--- src/mtp_pkg.sv ---
// ----------------------------------------------------------------------------
// Multitap port package
// Shared codes, the per-port state record and helper functions.
// ----------------------------------------------------------------------------
`default_nettype none

package mtp_pkg;

  localparam int unsigned NumPortsDef = 5;
  localparam int unsigned TypePorts   = 5;

  localparam logic [1:0] KindWrite    = 2'd0;
  localparam logic [1:0] KindRead     = 2'd1;
  localparam logic [1:0] KindPadUpd   = 2'd2;
  localparam logic [1:0] KindMouseUpd = 2'd3;

  localparam logic [1:0] TypeNone  = 2'd0;
  localparam logic [1:0] TypePad   = 2'd1;
  localparam logic [1:0] TypeMouse = 2'd2;
  localparam logic [1:0] TypeAlias = 2'd3;

  localparam logic [1:0] CfgPortTypes = 2'd0;
  localparam logic [1:0] CfgCd        = 2'd1;
  localparam logic [1:0] CfgInterval  = 2'd2;

  localparam logic [15:0] IntervalReset = 16'd10000;
  localparam logic [7:0]  IndexMax      = 8'd255;
  localparam logic [3:0]  NibbleAll     = 4'hF;

  typedef enum logic [2:0] {
    OpIdle,
    OpPadRd,
    OpMouseRd,
    OpPadUpd,
    OpMouseUpd
  } op_e;

  typedef struct packed {
    logic [12:0]        pad_state;
    logic               six_on;
    logic               high_phase;
    logic signed [31:0] acc_x;
    logic signed [31:0] acc_y;
    logic [15:0]        shift;
    logic [1:0]         buttons;
    logic [31:0]        last_latch;
  } entry_t;

  typedef struct packed {
    op_e                op;
    logic               sel;
    logic [31:0]        now;
    logic [12:0]        pad;
    logic signed [31:0] dx;
    logic signed [31:0] dy;
    logic [1:0]         mbtn;
  } stage_t;

  typedef struct packed {
    logic       we;
    logic [3:0] nibble;
  } result_t;

  function automatic logic [1:0] type_of(logic [7:0] p, logic [9:0] pt);
    logic [1:0] t;
    t = 2'(pt >> {p, 1'b0});
    if (p >= 8'(TypePorts) || t == TypeAlias) begin
      t = TypeNone;
    end
    return t;
  endfunction

  function automatic logic signed [31:0] sat_add(logic signed [31:0] a,
                                                 logic signed [31:0] b);
    logic signed [32:0] s;
    logic signed [31:0] r;
    s = {a[31], a} + {b[31], b};
    r = s[31:0];
    if (s[32] != s[31]) begin
      r = s[32] ? {1'b1, 31'd0} : {1'b0, {31{1'b1}}};
    end
    return r;
  endfunction

  function automatic logic signed [7:0] neg_clamp(logic signed [31:0] v);
    logic signed [7:0] c;
    if (v > 32'sd127) begin
      c = 8'sd127;
    end else if (v < -32'sd127) begin
      c = -8'sd127;
    end else begin
      c = v[7:0];
    end
    return -c;
  endfunction

endpackage

`default_nettype wire

--- src/mtp_ram.sv ---
// ----------------------------------------------------------------------------
// Generic RAM
// One write port and one read port with registered read data.
// ----------------------------------------------------------------------------
`default_nettype none

module mtp_ram #(
  parameter int unsigned Width = 8,
  parameter int unsigned Depth = 4,
  parameter int unsigned AddrW = (Depth > 1) ? $clog2(Depth) : 1
) (
  input  wire logic             clk_i,
  input  wire logic             we_i,
  input  wire logic [AddrW-1:0] waddr_i,
  input  wire logic [Width-1:0] wdata_i,
  input  wire logic             re_i,
  input  wire logic [AddrW-1:0] raddr_i,
  output      logic [Width-1:0] rdata_o
);

  logic [Width-1:0] mem_q [Depth];

  always_ff @(posedge clk_i) begin
    if (we_i) begin
      mem_q[waddr_i] <= wdata_i;
    end
    if (re_i) begin
      rdata_o <= mem_q[raddr_i];
    end
  end

endmodule

`default_nettype wire

--- src/mtp_port_logic.sv ---
// ----------------------------------------------------------------------------
// Multitap port update logic
// Computes the data nibble and the new per-port state for one item.
// ----------------------------------------------------------------------------
`default_nettype none

module mtp_port_logic (
  input  wire mtp_pkg::stage_t  item_i,
  input  wire mtp_pkg::entry_t  entry_i,
  input  wire logic [15:0]      interval_i,
  output      mtp_pkg::entry_t  entry_o,
  output      mtp_pkg::result_t res_o
);
  import mtp_pkg::*;

  logic [31:0]       elapsed;
  logic              do_latch;
  logic signed [7:0] rx;
  logic signed [7:0] ry;
  logic [15:0]       shift_new;
  logic              high;

  assign elapsed  = item_i.now - entry_i.last_latch;
  assign do_latch = elapsed > {16'd0, interval_i};
  assign rx       = neg_clamp(entry_i.acc_x);
  assign ry       = neg_clamp(entry_i.acc_y);
  assign shift_new = do_latch ? {ry[3:0], ry[7:4], rx[3:0], rx[7:4]} : entry_i.shift;
  assign high     = entry_i.high_phase && entry_i.six_on;

  always_comb begin
    entry_o = entry_i;
    res_o   = '0;
    unique case (item_i.op)
      OpPadRd: begin
        if (high) begin
          res_o.nibble = item_i.sel ? 4'h0 : (NibbleAll ^ entry_i.pad_state[11:8]);
        end else begin
          res_o.nibble = NibbleAll ^ (item_i.sel ? entry_i.pad_state[7:4]
                                                 : entry_i.pad_state[3:0]);
        end
        if (!item_i.sel) begin
          entry_o.high_phase = !entry_i.high_phase;
          res_o.we = 1'b1;
        end
      end
      OpMouseRd: begin
        if (item_i.sel) begin
          res_o.nibble  = shift_new[3:0];
          entry_o.shift = {4'h0, shift_new[15:4]};
          if (do_latch) begin
            entry_o.last_latch = item_i.now;
            entry_o.acc_x = sat_add(entry_i.acc_x, 32'(rx));
            entry_o.acc_y = sat_add(entry_i.acc_y, 32'(ry));
          end
          res_o.we = 1'b1;
        end else begin
          res_o.nibble = NibbleAll ^ {entry_i.buttons[1], 1'b0,
                                      entry_i.buttons[0], entry_i.buttons[0]};
        end
      end
      OpPadUpd: begin
        entry_o.six_on = entry_i.six_on ^ (item_i.pad[12] && !entry_i.pad_state[12]);
        entry_o.pad_state = item_i.pad;
        res_o.we = 1'b1;
      end
      OpMouseUpd: begin
        entry_o.acc_x   = sat_add(entry_i.acc_x, item_i.dx);
        entry_o.acc_y   = sat_add(entry_i.acc_y, item_i.dy);
        entry_o.buttons = item_i.mbtn;
        res_o.we = 1'b1;
      end
      default: begin
        res_o = '0;
      end
    endcase
  end

endmodule

`default_nettype wire

--- src/multitap_joypad_mouse_port.sv ---
// ----------------------------------------------------------------------------
// Multitap joypad and mouse port
// Five-port multitap with gamepads and mice; per-port state lives in a RAM.
// ----------------------------------------------------------------------------
// Channel  Direction  Handshake          Payload
// in       input      in_valid/stall     kind, write_value, now, port, pad, mouse
// out      output     out_valid/stall    read_data
// cfg      input      cfg_valid/ready    cfg_index, cfg_data
//
// One item per cycle unless the input stalls. An accepted item enters the stage
// register while the state RAM is read; the RAM data and the update logic share
// that stage, and a read's byte lands in the output register. Back-to-back items
// on one port see the previous write through a forwarding register. Reset clears
// control state and the per-entry valid bits, so unwritten entries read as zero.
// Input stalls only when a read result meets a full, stalled output register.
// ----------------------------------------------------------------------------
`default_nettype none

module multitap_joypad_mouse_port #(
  parameter int unsigned NUM_PORTS = mtp_pkg::NumPortsDef
) (
  input  wire logic               clk_i,
  input  wire logic               rst_ni,
  input  wire logic               in_valid_i,
  output      logic               in_stall_o,
  input  wire logic [1:0]         kind_i,
  input  wire logic [1:0]         write_value_i,
  input  wire logic [31:0]        now_i,
  input  wire logic [2:0]         port_i,
  input  wire logic [12:0]        pad_buttons_i,
  input  wire logic signed [31:0] mouse_dx_i,
  input  wire logic signed [31:0] mouse_dy_i,
  input  wire logic [1:0]         mouse_buttons_i,
  output      logic               out_valid_o,
  input  wire logic               out_stall_i,
  output      logic [7:0]         read_data_o,
  input  wire logic               cfg_valid_i,
  output      logic               cfg_ready_o,
  input  wire logic [1:0]         cfg_index_i,
  input  wire logic [15:0]        cfg_data_i
);
  import mtp_pkg::*;

  localparam int unsigned AddrW = (NUM_PORTS > 1) ? $clog2(NUM_PORTS) : 1;
  localparam int unsigned Slots = 1 << AddrW;

  logic [9:0]  port_types_q;
  logic        cd_q;
  logic [15:0] interval_q;
  logic [1:0]  select_q;
  logic [7:0]  index_q;
  logic [7:0]  index_d;

  logic             accept;
  logic [7:0]       target;
  logic             in_range;
  logic [1:0]       ptype;
  op_e              op;
  logic [AddrW-1:0] raddr;

  logic             s1_valid_q;
  logic             s1_read_q;
  logic             s1_fresh_q;
  logic [AddrW-1:0] s1_addr_q;
  stage_t           s1_q;
  logic             s1_done;

  logic             fwd_q;
  entry_t           fwd_entry_q;
  logic [Slots-1:0] written_q;

  logic [$bits(entry_t)-1:0] rdata;
  entry_t  cur_entry;
  entry_t  new_entry;
  result_t res;
  logic    we;

  assign cfg_ready_o = 1'b1;

  assign accept   = in_valid_i && !in_stall_o;
  assign target   = (kind_i == KindRead) ? index_q : {5'd0, port_i};
  assign in_range = target < 8'(NUM_PORTS);
  assign ptype    = in_range ? type_of(target, port_types_q) : TypeNone;
  assign raddr    = target[AddrW-1:0];

  always_comb begin
    op = OpIdle;
    unique case (kind_i)
      KindRead: begin
        if (ptype == TypePad) begin
          op = OpPadRd;
        end else if (ptype == TypeMouse) begin
          op = OpMouseRd;
        end
      end
      KindPadUpd: begin
        if (ptype == TypePad) begin
          op = OpPadUpd;
        end
      end
      KindMouseUpd: begin
        if (ptype == TypeMouse) begin
          op = OpMouseUpd;
        end
      end
      default: begin
        op = OpIdle;
      end
    endcase
  end

  always_comb begin
    index_d = index_q;
    if (write_value_i[0] && !select_q[1] && write_value_i[1]) begin
      index_d = 8'd0;
    end else if (write_value_i[0] && !select_q[0] && index_q != IndexMax) begin
      index_d = index_q + 8'd1;
    end
  end

  assign s1_done    = s1_valid_q && (!s1_read_q || !out_valid_o || !out_stall_i);
  assign in_stall_o = s1_valid_q && !s1_done;

  assign cur_entry = fwd_q ? fwd_entry_q : (s1_fresh_q ? entry_t'(rdata) : '0);
  assign we        = s1_done && res.we;

  mtp_ram #(
    .Width($bits(entry_t)),
    .Depth(NUM_PORTS),
    .AddrW(AddrW)
  ) u_ram (
    .clk_i  (clk_i),
    .we_i   (we),
    .waddr_i(s1_addr_q),
    .wdata_i(new_entry),
    .re_i   (accept),
    .raddr_i(raddr),
    .rdata_o(rdata)
  );

  mtp_port_logic u_logic (
    .item_i    (s1_q),
    .entry_i   (cur_entry),
    .interval_i(interval_q),
    .entry_o   (new_entry),
    .res_o     (res)
  );

  always_ff @(posedge clk_i or negedge rst_ni) begin
    if (!rst_ni) begin
      port_types_q <= '0;
      cd_q         <= 1'b0;
      interval_q   <= IntervalReset;
    end else if (cfg_valid_i) begin
      unique case (cfg_index_i)
        CfgPortTypes: port_types_q <= cfg_data_i[9:0];
        CfgCd:        cd_q         <= cfg_data_i[0];
        CfgInterval:  interval_q   <= cfg_data_i;
        default:      cd_q         <= cd_q;
      endcase
    end
  end

  always_ff @(posedge clk_i or negedge rst_ni) begin
    if (!rst_ni) begin
      select_q <= '0;
      index_q  <= '0;
    end else if (accept && kind_i == KindWrite) begin
      select_q <= write_value_i;
      index_q  <= index_d;
    end
  end

  always_ff @(posedge clk_i or negedge rst_ni) begin
    if (!rst_ni) begin
      s1_valid_q <= 1'b0;
      s1_read_q  <= 1'b0;
      s1_fresh_q <= 1'b0;
      s1_addr_q  <= '0;
      s1_q       <= '0;
      fwd_q      <= 1'b0;
    end else if (accept) begin
      s1_valid_q <= 1'b1;
      s1_read_q  <= kind_i == KindRead;
      s1_fresh_q <= written_q[raddr];
      s1_addr_q  <= raddr;
      s1_q.op    <= op;
      s1_q.sel   <= select_q[0];
      s1_q.now   <= now_i;
      s1_q.pad   <= pad_buttons_i;
      s1_q.dx    <= mouse_dx_i;
      s1_q.dy    <= mouse_dy_i;
      s1_q.mbtn  <= mouse_buttons_i;
      fwd_q      <= we && s1_addr_q == raddr;
    end else if (s1_done) begin
      s1_valid_q <= 1'b0;
    end
  end

  always_ff @(posedge clk_i) begin
    if (accept) begin
      fwd_entry_q <= new_entry;
    end
  end

  always_ff @(posedge clk_i or negedge rst_ni) begin
    if (!rst_ni) begin
      written_q <= '0;
    end else if (we) begin
      written_q[s1_addr_q] <= 1'b1;
    end
  end

  always_ff @(posedge clk_i or negedge rst_ni) begin
    if (!rst_ni) begin
      out_valid_o <= 1'b0;
    end else if (s1_done && s1_read_q) begin
      out_valid_o <= 1'b1;
    end else if (!out_stall_i) begin
      out_valid_o <= 1'b0;
    end
  end

  always_ff @(posedge clk_i) begin
    if (s1_done && s1_read_q) begin
      read_data_o <= {!cd_q, 1'b0, 2'b11, res.nibble};
    end
  end

endmodule

`default_nettype wire

--- config.mk ---
export PLATFORM = sky130hd
export DESIGN_NAME = multitap_joypad_mouse_port
export DESIGN_NICKNAME = d
export VERILOG_FILES = /design/src/mtp_pkg.sv /design/src/mtp_ram.sv /design/src/mtp_port_logic.sv /design/src/multitap_joypad_mouse_port.sv
export SDC_FILE = /design/constraint.sdc
export NUM_CORES = 2
export LEC_CHECK = 0
export ABC_CLOCK_PERIOD_IN_PS = 18800
export BUFFER_PORTS_ARGS = -buffer_cell sky130_fd_sc_hd__buf_2
export CAP_MARGIN = 20
export CORE_ASPECT_RATIO = 0.6
export CORE_UTILIZATION = 45
export CTS_CLUSTER_DIAMETER = 80
export DETAILED_ROUTE_END_ITERATION = 10
export GPL_TIMING_DRIVEN = 0
export PLACE_DENSITY = 0.69
export SKIP_CTS_REPAIR_TIMING = 1
export SYNTH_ARGS = -nofsm -noshare
export SYNTH_HDL_FRONTEND = slang
export SYNTH_SLANG_ARGS = --single-unit
--- constraint.sdc ---
create_clock -name clk_i -period 18.8 [get_ports clk_i]
set_clock_uncertainty 0.1 [all_clocks]
set_input_delay 2.82 -clock clk_i [delete_from_list [all_inputs] [get_ports clk_i]]
set_output_delay 2.82 -clock clk_i [all_outputs]
set_load 0.005 [all_outputs]
# Yosys cells after proc, flatten, opt, wreduce, memory -nomap -nowiden
# Memory sizes are Yosys's and may differ from the RTL's. A register that Yosys moved wholly into a read port is not among the register bits.
# Cells that the tools add are included.
totals:
  reg_bits: 302
  latch_bits: 0
  ram_bits: 645
  romBits: 0
  in_bits: 141
  out_inout_bits: 11
  word_cells: 162
  memories: 1
mem_list:
  columns: ["name", "words", "word_bits", "rd", "rd_ports_with_merged_regs", "write_ports", "line_no", "source"]
  rows:
  - ["u_ram.mem_q", 5, 129, 1, 1, 1, "mtp_ram.sv:21", "logic [Width-1:0] mem_q [Depth];"]
classes:
  add_sub_neg: 8
  n_mul: 0
  div_mod_pow: 0
  magnitude_cmp: 10
  eq_ne: 19
  shift: 1
  mux: 54
  bitwise: 5
  n_reduce_logical: 36
op_table:
  columns: ["op", "n"]
  rows:
  - ["$mux 32", 11]
  - ["$mux 129", 2]
  - ["$pmux 64 s2", 1]
  - ["$mux 80", 1]
  - ["$add 32x32->33", 2]
  - ["$add 32x8->33", 2]
  - ["$gt 32x8->1 const B", 2]
  - ["$lt 32x8->1 const B", 2]
  - ["$mux 64", 1]
  - ["$mux 8", 7]
  - ["$gt 32x16->1", 1]
  - ["$mux 16", 2]
  - ["$sub 32x32->32", 1]
  - ["$mux 4", 4]
  - ["$neg 8->8", 2]
  - ["$logic_and 1x1->1", 14]
  - ["$mux 14", 1]
  - ["$mux 1", 12]
  - ["$not 4->4", 3]
  - ["$eq 2x2->1 const B", 5]
  - ["$logic_not 1->1", 10]
  - ["$mux 2", 5]
  - ["$shr 10x9->2", 1]
  - ["$pmux 3 s3", 1]
  - ["25 further kinds", 40]

# Longest topological paths before layout
logic_depth:
  depth_word: 12
  depth_mapped: 35
  ltp_nobuf: 27

# Cells and area by module
# Synthesis repeated with hierarchy kept, for this count alone.
hier_totals:
  hier_cells: 4320
  hier_area_um2: 53043.4
by_module_without_submodules:
  columns: ["mod", "instances", "cells_per_inst", "area_each_um2", "seq_area_each_um2"]
  rows:
  - ["mtp_ram", 1, 1512, 29173.0, 23242.3]
  - ["multitap_joypad_mouse_port", 1, 1004, 12066.6, 8234.1]
  - ["mtp_port_logic", 1, 1804, 11803.8, 0.0]

# Least setup slack after synthesis
# No wires, ideal clock.
synth_path:
  path_type: "input-to-reg"
  startpoint: "in out_stall_i"
  endpoint: "reg written_q[0]"
  setup_ps: 143
  arrival_time_ps: 16308
  required_ps: 18557
  slack_ps: 2249
  path_stages: 4
  n_path_buf: 0
  cell_sequence: "nand3_1 nand3_1 nor4_1 or2_2"
synth_via:
  elab_chain_len: 4
synth_rtl:
  columns: ["item", "line_no", "source"]
  rows:
  - ["start: declaration", "multitap_joypad_mouse_port.sv:35", "input wire logic out_stall_i,"]
  - ["$logic_not 1->1", null, null]
  - ["$logic_or 1x1->1", "multitap_joypad_mouse_port.sv:121", "assign s1_done = s1_valid_q && (!s1_read_q || !out_valid_o || !out_stall_i);"]
  - ["$logic_and 1x1->1", "multitap_joypad_mouse_port.sv:121", null]
  - ["$logic_and 1x1->1", "multitap_joypad_mouse_port.sv:125", "assign we = s1_done && res.we;"]
  - ["end signal: assignment", "multitap_joypad_mouse_port.sv:208", "written_q <= '0;"]
  - ["end signal: indexed assignment", "multitap_joypad_mouse_port.sv:210", "written_q[s1_addr_q] <= 1'b1;"]
  - ["end: declaration", "multitap_joypad_mouse_port.sv:70", "logic [Slots-1:0] written_q;"]
# Every way passes these cells.
# A chain may end at the register's enable or synchronous reset.

==> qor.tcl <==
set qor(dr_wl_met2_um) 66900
set qor(place.detailed.hpwl_um) 124000
set qor(syn-mean-instance-area_um2) 12.8
set qor(port-buffer-count) 147
set qor(floorplan.initialDensity_pct) 45.4
set qor(combinational_family_with_the_most_area_after_synthesis) {compound AO/OA/AOI/OAI gates}
set qor(synth_edf_count) 908
set qor(hold_viol_final) 0
set qor(worstReg2RegEnd) {fwd_entry_q[93]}
set qor(ctsLongestPathBuffers) 3
set qor(vias_per_cell) 6.17
set qor(min_path_cells) 1
set qor(detail_route.wl_per_cell_um) 27.0
set qor(max_clock_freq_mhz) 80.8
set qor(critical_path.startpoint_type) {flip-flop}
set qor(numCtsBuffers) 97
set qor(global_route.usage.total_pct) 27.7
set qor(die_height_um) 268
set qor(crit_required_ns) 19.10
set qor(drtAntennaViolNets) 0
set qor(synth.cells.most_frequent) {edfxtp_1 (908), nand2_1 (539), a21oi_1 (258), o21ai_0 (225), nor2_1 (200)}
set qor(area_growth_from_synthesis_to_layout_pct) 13.9
set qor(whs_ns) 0.362
set qor(grt-ovfl-total) 0
set qor(cp_data_arrival_time_ns) 12.67
set qor(post_synth_and_or_nand_nor_area_fraction_pct) 9.91
set qor(max_cap_viol_count) 0
set qor(vias_in_the_first_global_route) 35400
set qor(shortest_period_the_worst_path_allows_ns) 12.38
set qor(clock_tree.htree_level_count) 3
set qor(detail_route.iter0.violations) 5470
set qor(post_synth_inst_count) 4138
set qor(post_synth_xor_area_fraction_pct) 2.43
set qor(yosys.cell_types.count) 107
set qor(critPathMaxFanout) 10
set qor(met3_length_um) 19500
set qor(core_um2) 117000
set qor(async_reset_ff_share_pct) 15.6
set qor(topRoutingLayerUsed) {met5}
set qor(r2r_slack_ns) 6.42
set qor(grt_setup_unrepaired) {false}
set qor(adder_cell_share_of_the_synthesized_area_pct) 4.31
set qor(fin_cells) 6169
set qor(die_w_um) 445
set qor(register_area_um2) 31500
set qor(outcome) {complete, no violations}
set qor(placementRows) 97
set qor(clkSinkCount) 1076
set qor(ir_drop_v) 0.000104
set qor(leakage_nw) 23.0
set qor(cts_tree) {built}
set qor(critical-path-top-cell-by-count) {clkbuf_1}
set qor(cts_root_buffer) {clkbuf_16}
set qor(clkTransAtPathRegs_ns) 0.07
set qor(yosysTopAreaCell) {edfxtp_1}
set qor(layout.filler_cells) 10000
set qor(critical-path-max-stage-delay_ns) 0.96
set qor(worst_pin_slew_ns) 1.28
set qor(num_io_pins) 152
set qor(synth_top_area_share_pct) 51.4
set qor(worstSetupEndpointType) {flip-flop}
set qor(dieArea_um2) 119000
set qor(postSynth.topFlopCell) {edfxtp_1}
set qor(antenna_found_initial) 7
set qor(worst_slew_margin_rel_pct) 14.9
set qor(vias_after_detailed_routing) 38000
set qor(post-synth-top-count-cell) {edfxtp_1}
set qor(reg2reg_depth) 33
set qor(largest_net_degree_at_the_start_of_global_routing) 97
set qor(synth-compound-area-share_pct) 11.9
set qor(grt_first_pass_wirelength_um) 243000
set qor(remaining_drc_errors) 0
set qor(place_inst) 5978
set qor(setup_viol_count_final) 0
set qor(count_of_final_max_slew_check_failures) 0
set qor(yosys-mux-area-fraction_pct) 9.86
set qor(layout.nets) 4810
set qor(yosysWarnings) 0
set qor(routabilityCongestion) 0.989
set qor(seq_area_frac_synth_pct) 59.3
set qor(final_worst_path_cycle_share_pct) 65.8
set qor(hold_class) {flip-flop to flip-flop}
set qor(min_to) {written_q[2]}
set qor(p_per_area_nw_per_um2) 156
set qor(worst_skew_pair.late_latency_ns) 0.75
set qor(rr_startpoint) {fwd_q}
set qor(drive_gt1_share_pct) 17.7
set qor(post_synth_instance_area_um2) 53100
set qor(worstSetupPathType) {flip-flop to flip-flop}
set qor(crit_slowest_cell) {clkbuf_1}
set qor(detailed_router_iteration_count_before_antenna_repair) 8
set qor(min_from) {written_q[2]}
set qor(synth_area_leaders) {edfxtp_1 (51%), dfrtp_1 (7.7%), mux4_2 (5.6%)}
set qor(drt-total-wl_um) 167000
set qor(setup_total_negative_slack_ns) 0
set qor(ys_seq_elements) 1076
set qor(route.layer.met1.wl_um) 75700
set qor(multiInputGateArea_um2) 20500
critical path: cells and delay by family, from the launching register on:
family / cells / cell delay (ns)
AO/OA/AOI/OAI: 13 / 3.22
XOR/XNOR: 1 / 0.18
adder cells (fa/ha/maj): 2 / 0.72
buffers and inverters: 9 / 4.43
flip-flops: 1 / 0.61
AND/OR/NAND/NOR: 8 / 2.69
power breakdown:
group          leakage [nW]  internal (W)  switching, W
sequential             10.6       0.00299      0.000131
clock                  1.57       0.00108      0.000953
combinational          10.8       0.00147       0.00283
through the flow:
step                      area [um2]  util (%)  total power, W  setup slack [ns]
final                          60500      51.8         0.00946              6.42
after global routing           60400      51.8         0.00987              6.41
after CTS                      60400      51.7         0.00932              6.07
after detailed placement       57100      48.9         0.00729              6.14
after global placement         55800      47.8         0.00723            -10.53
after floorplan                53100         -         0.00593              2.25
worst max-delay path by stage:
stage,from,to,slack (ns),cells past startpoint
global route,fwd_q,fwd_entry_q[93],6.41,34
finish,fwd_q,fwd_entry_q[93],6.42,33
global placement,out_stall_i,written_q[2],-10.53,5
detailed placement,s1_fresh_q,u_ram.mem_q[0][101],6.14,34
floorplan,out_stall_i,written_q[0],2.25,4
CTS,s1_fresh_q,fwd_entry_q[101],6.07,34
metal layers:
| metal | global-route usage [%] | vias up |
|---|---|---|
| li1 | - | 16600 |
| met1 | 43.7 | 19000 |
| met2 | 37.7 | 2148 |
| met3 | 6.58 | 297 |
| met4 | 7.30 | 2 |
| met5 | 0 | - |
cell type report:
cell class / count / area share, %
flip-flops and latches: 1076 / 52.1
multi-input cells: 2773 / 33.8
clock buffers: 133 / 4.46
repair buffers: 258 / 3.44
well taps: 1584 / 3.28
plain buffers: 202 / 1.42
clock inverters: 51 / 0.919
inverters: 89 / 0.553
diodes: 3 / 0.0124
logic make-up after synthesis:
family	count (synthesis)
DFF	1076
xor gates and xnor gates	147
buffers and inverters	291
and+or+nand+nor	1141
muxes	336
other	2
AOI/OAI and AO/OA	963
adders and majority gates	182
cells in the final DEF, fill, tap and decap left out, types with 33 or more instances in the layout:
master | netlist | layout
nor3_1 | 44 | 42
nand4_1 | 44 | 44
a21oi_1 | 258 | 258
mux2i_1 | 38 | 36
a22o_1 | 58 | 58
mux2_2 | 164 | 164
xnor2_1 | 87 | 87
xor2_1 | 60 | 60
o21a_1 | 33 | 33
a22oi_1 | 69 | 69
buf_2 | 15 | 161
o211ai_1 | 35 | 35
o21ai_0 | 225 | 225
edfxtp_1 | 908 | 908
inv_1 | 85 | 85
clkbuf_1 | 135 | 157
buf_1 | 35 | 35
nor2_1 | 200 | 199
nand2_1 | 539 | 539
nand3_1 | 93 | 93
buf_4 | 8 | 49
clkbuf_16 | 0 | 98
ha_1 | 167 | 167
mux4_2 | 133 | 133
buf_6 | 6 | 46
dfrtp_1 | 163 | 163
a21o_1 | 75 | 75
sequential cells by signal, summed over array words and instances, names as in the netlist, 2 cells and up:
signal and count:
u_ram.mem_q 645, u_ram.rdata_o 129, index_q 8, read_data_o 5, written_q 8, port_types_q 10, fwd_entry_q 129, select_q 2
interval_q 16, s1_addr_q 3, s1_q 115
(Power assumes the default switching activity.)
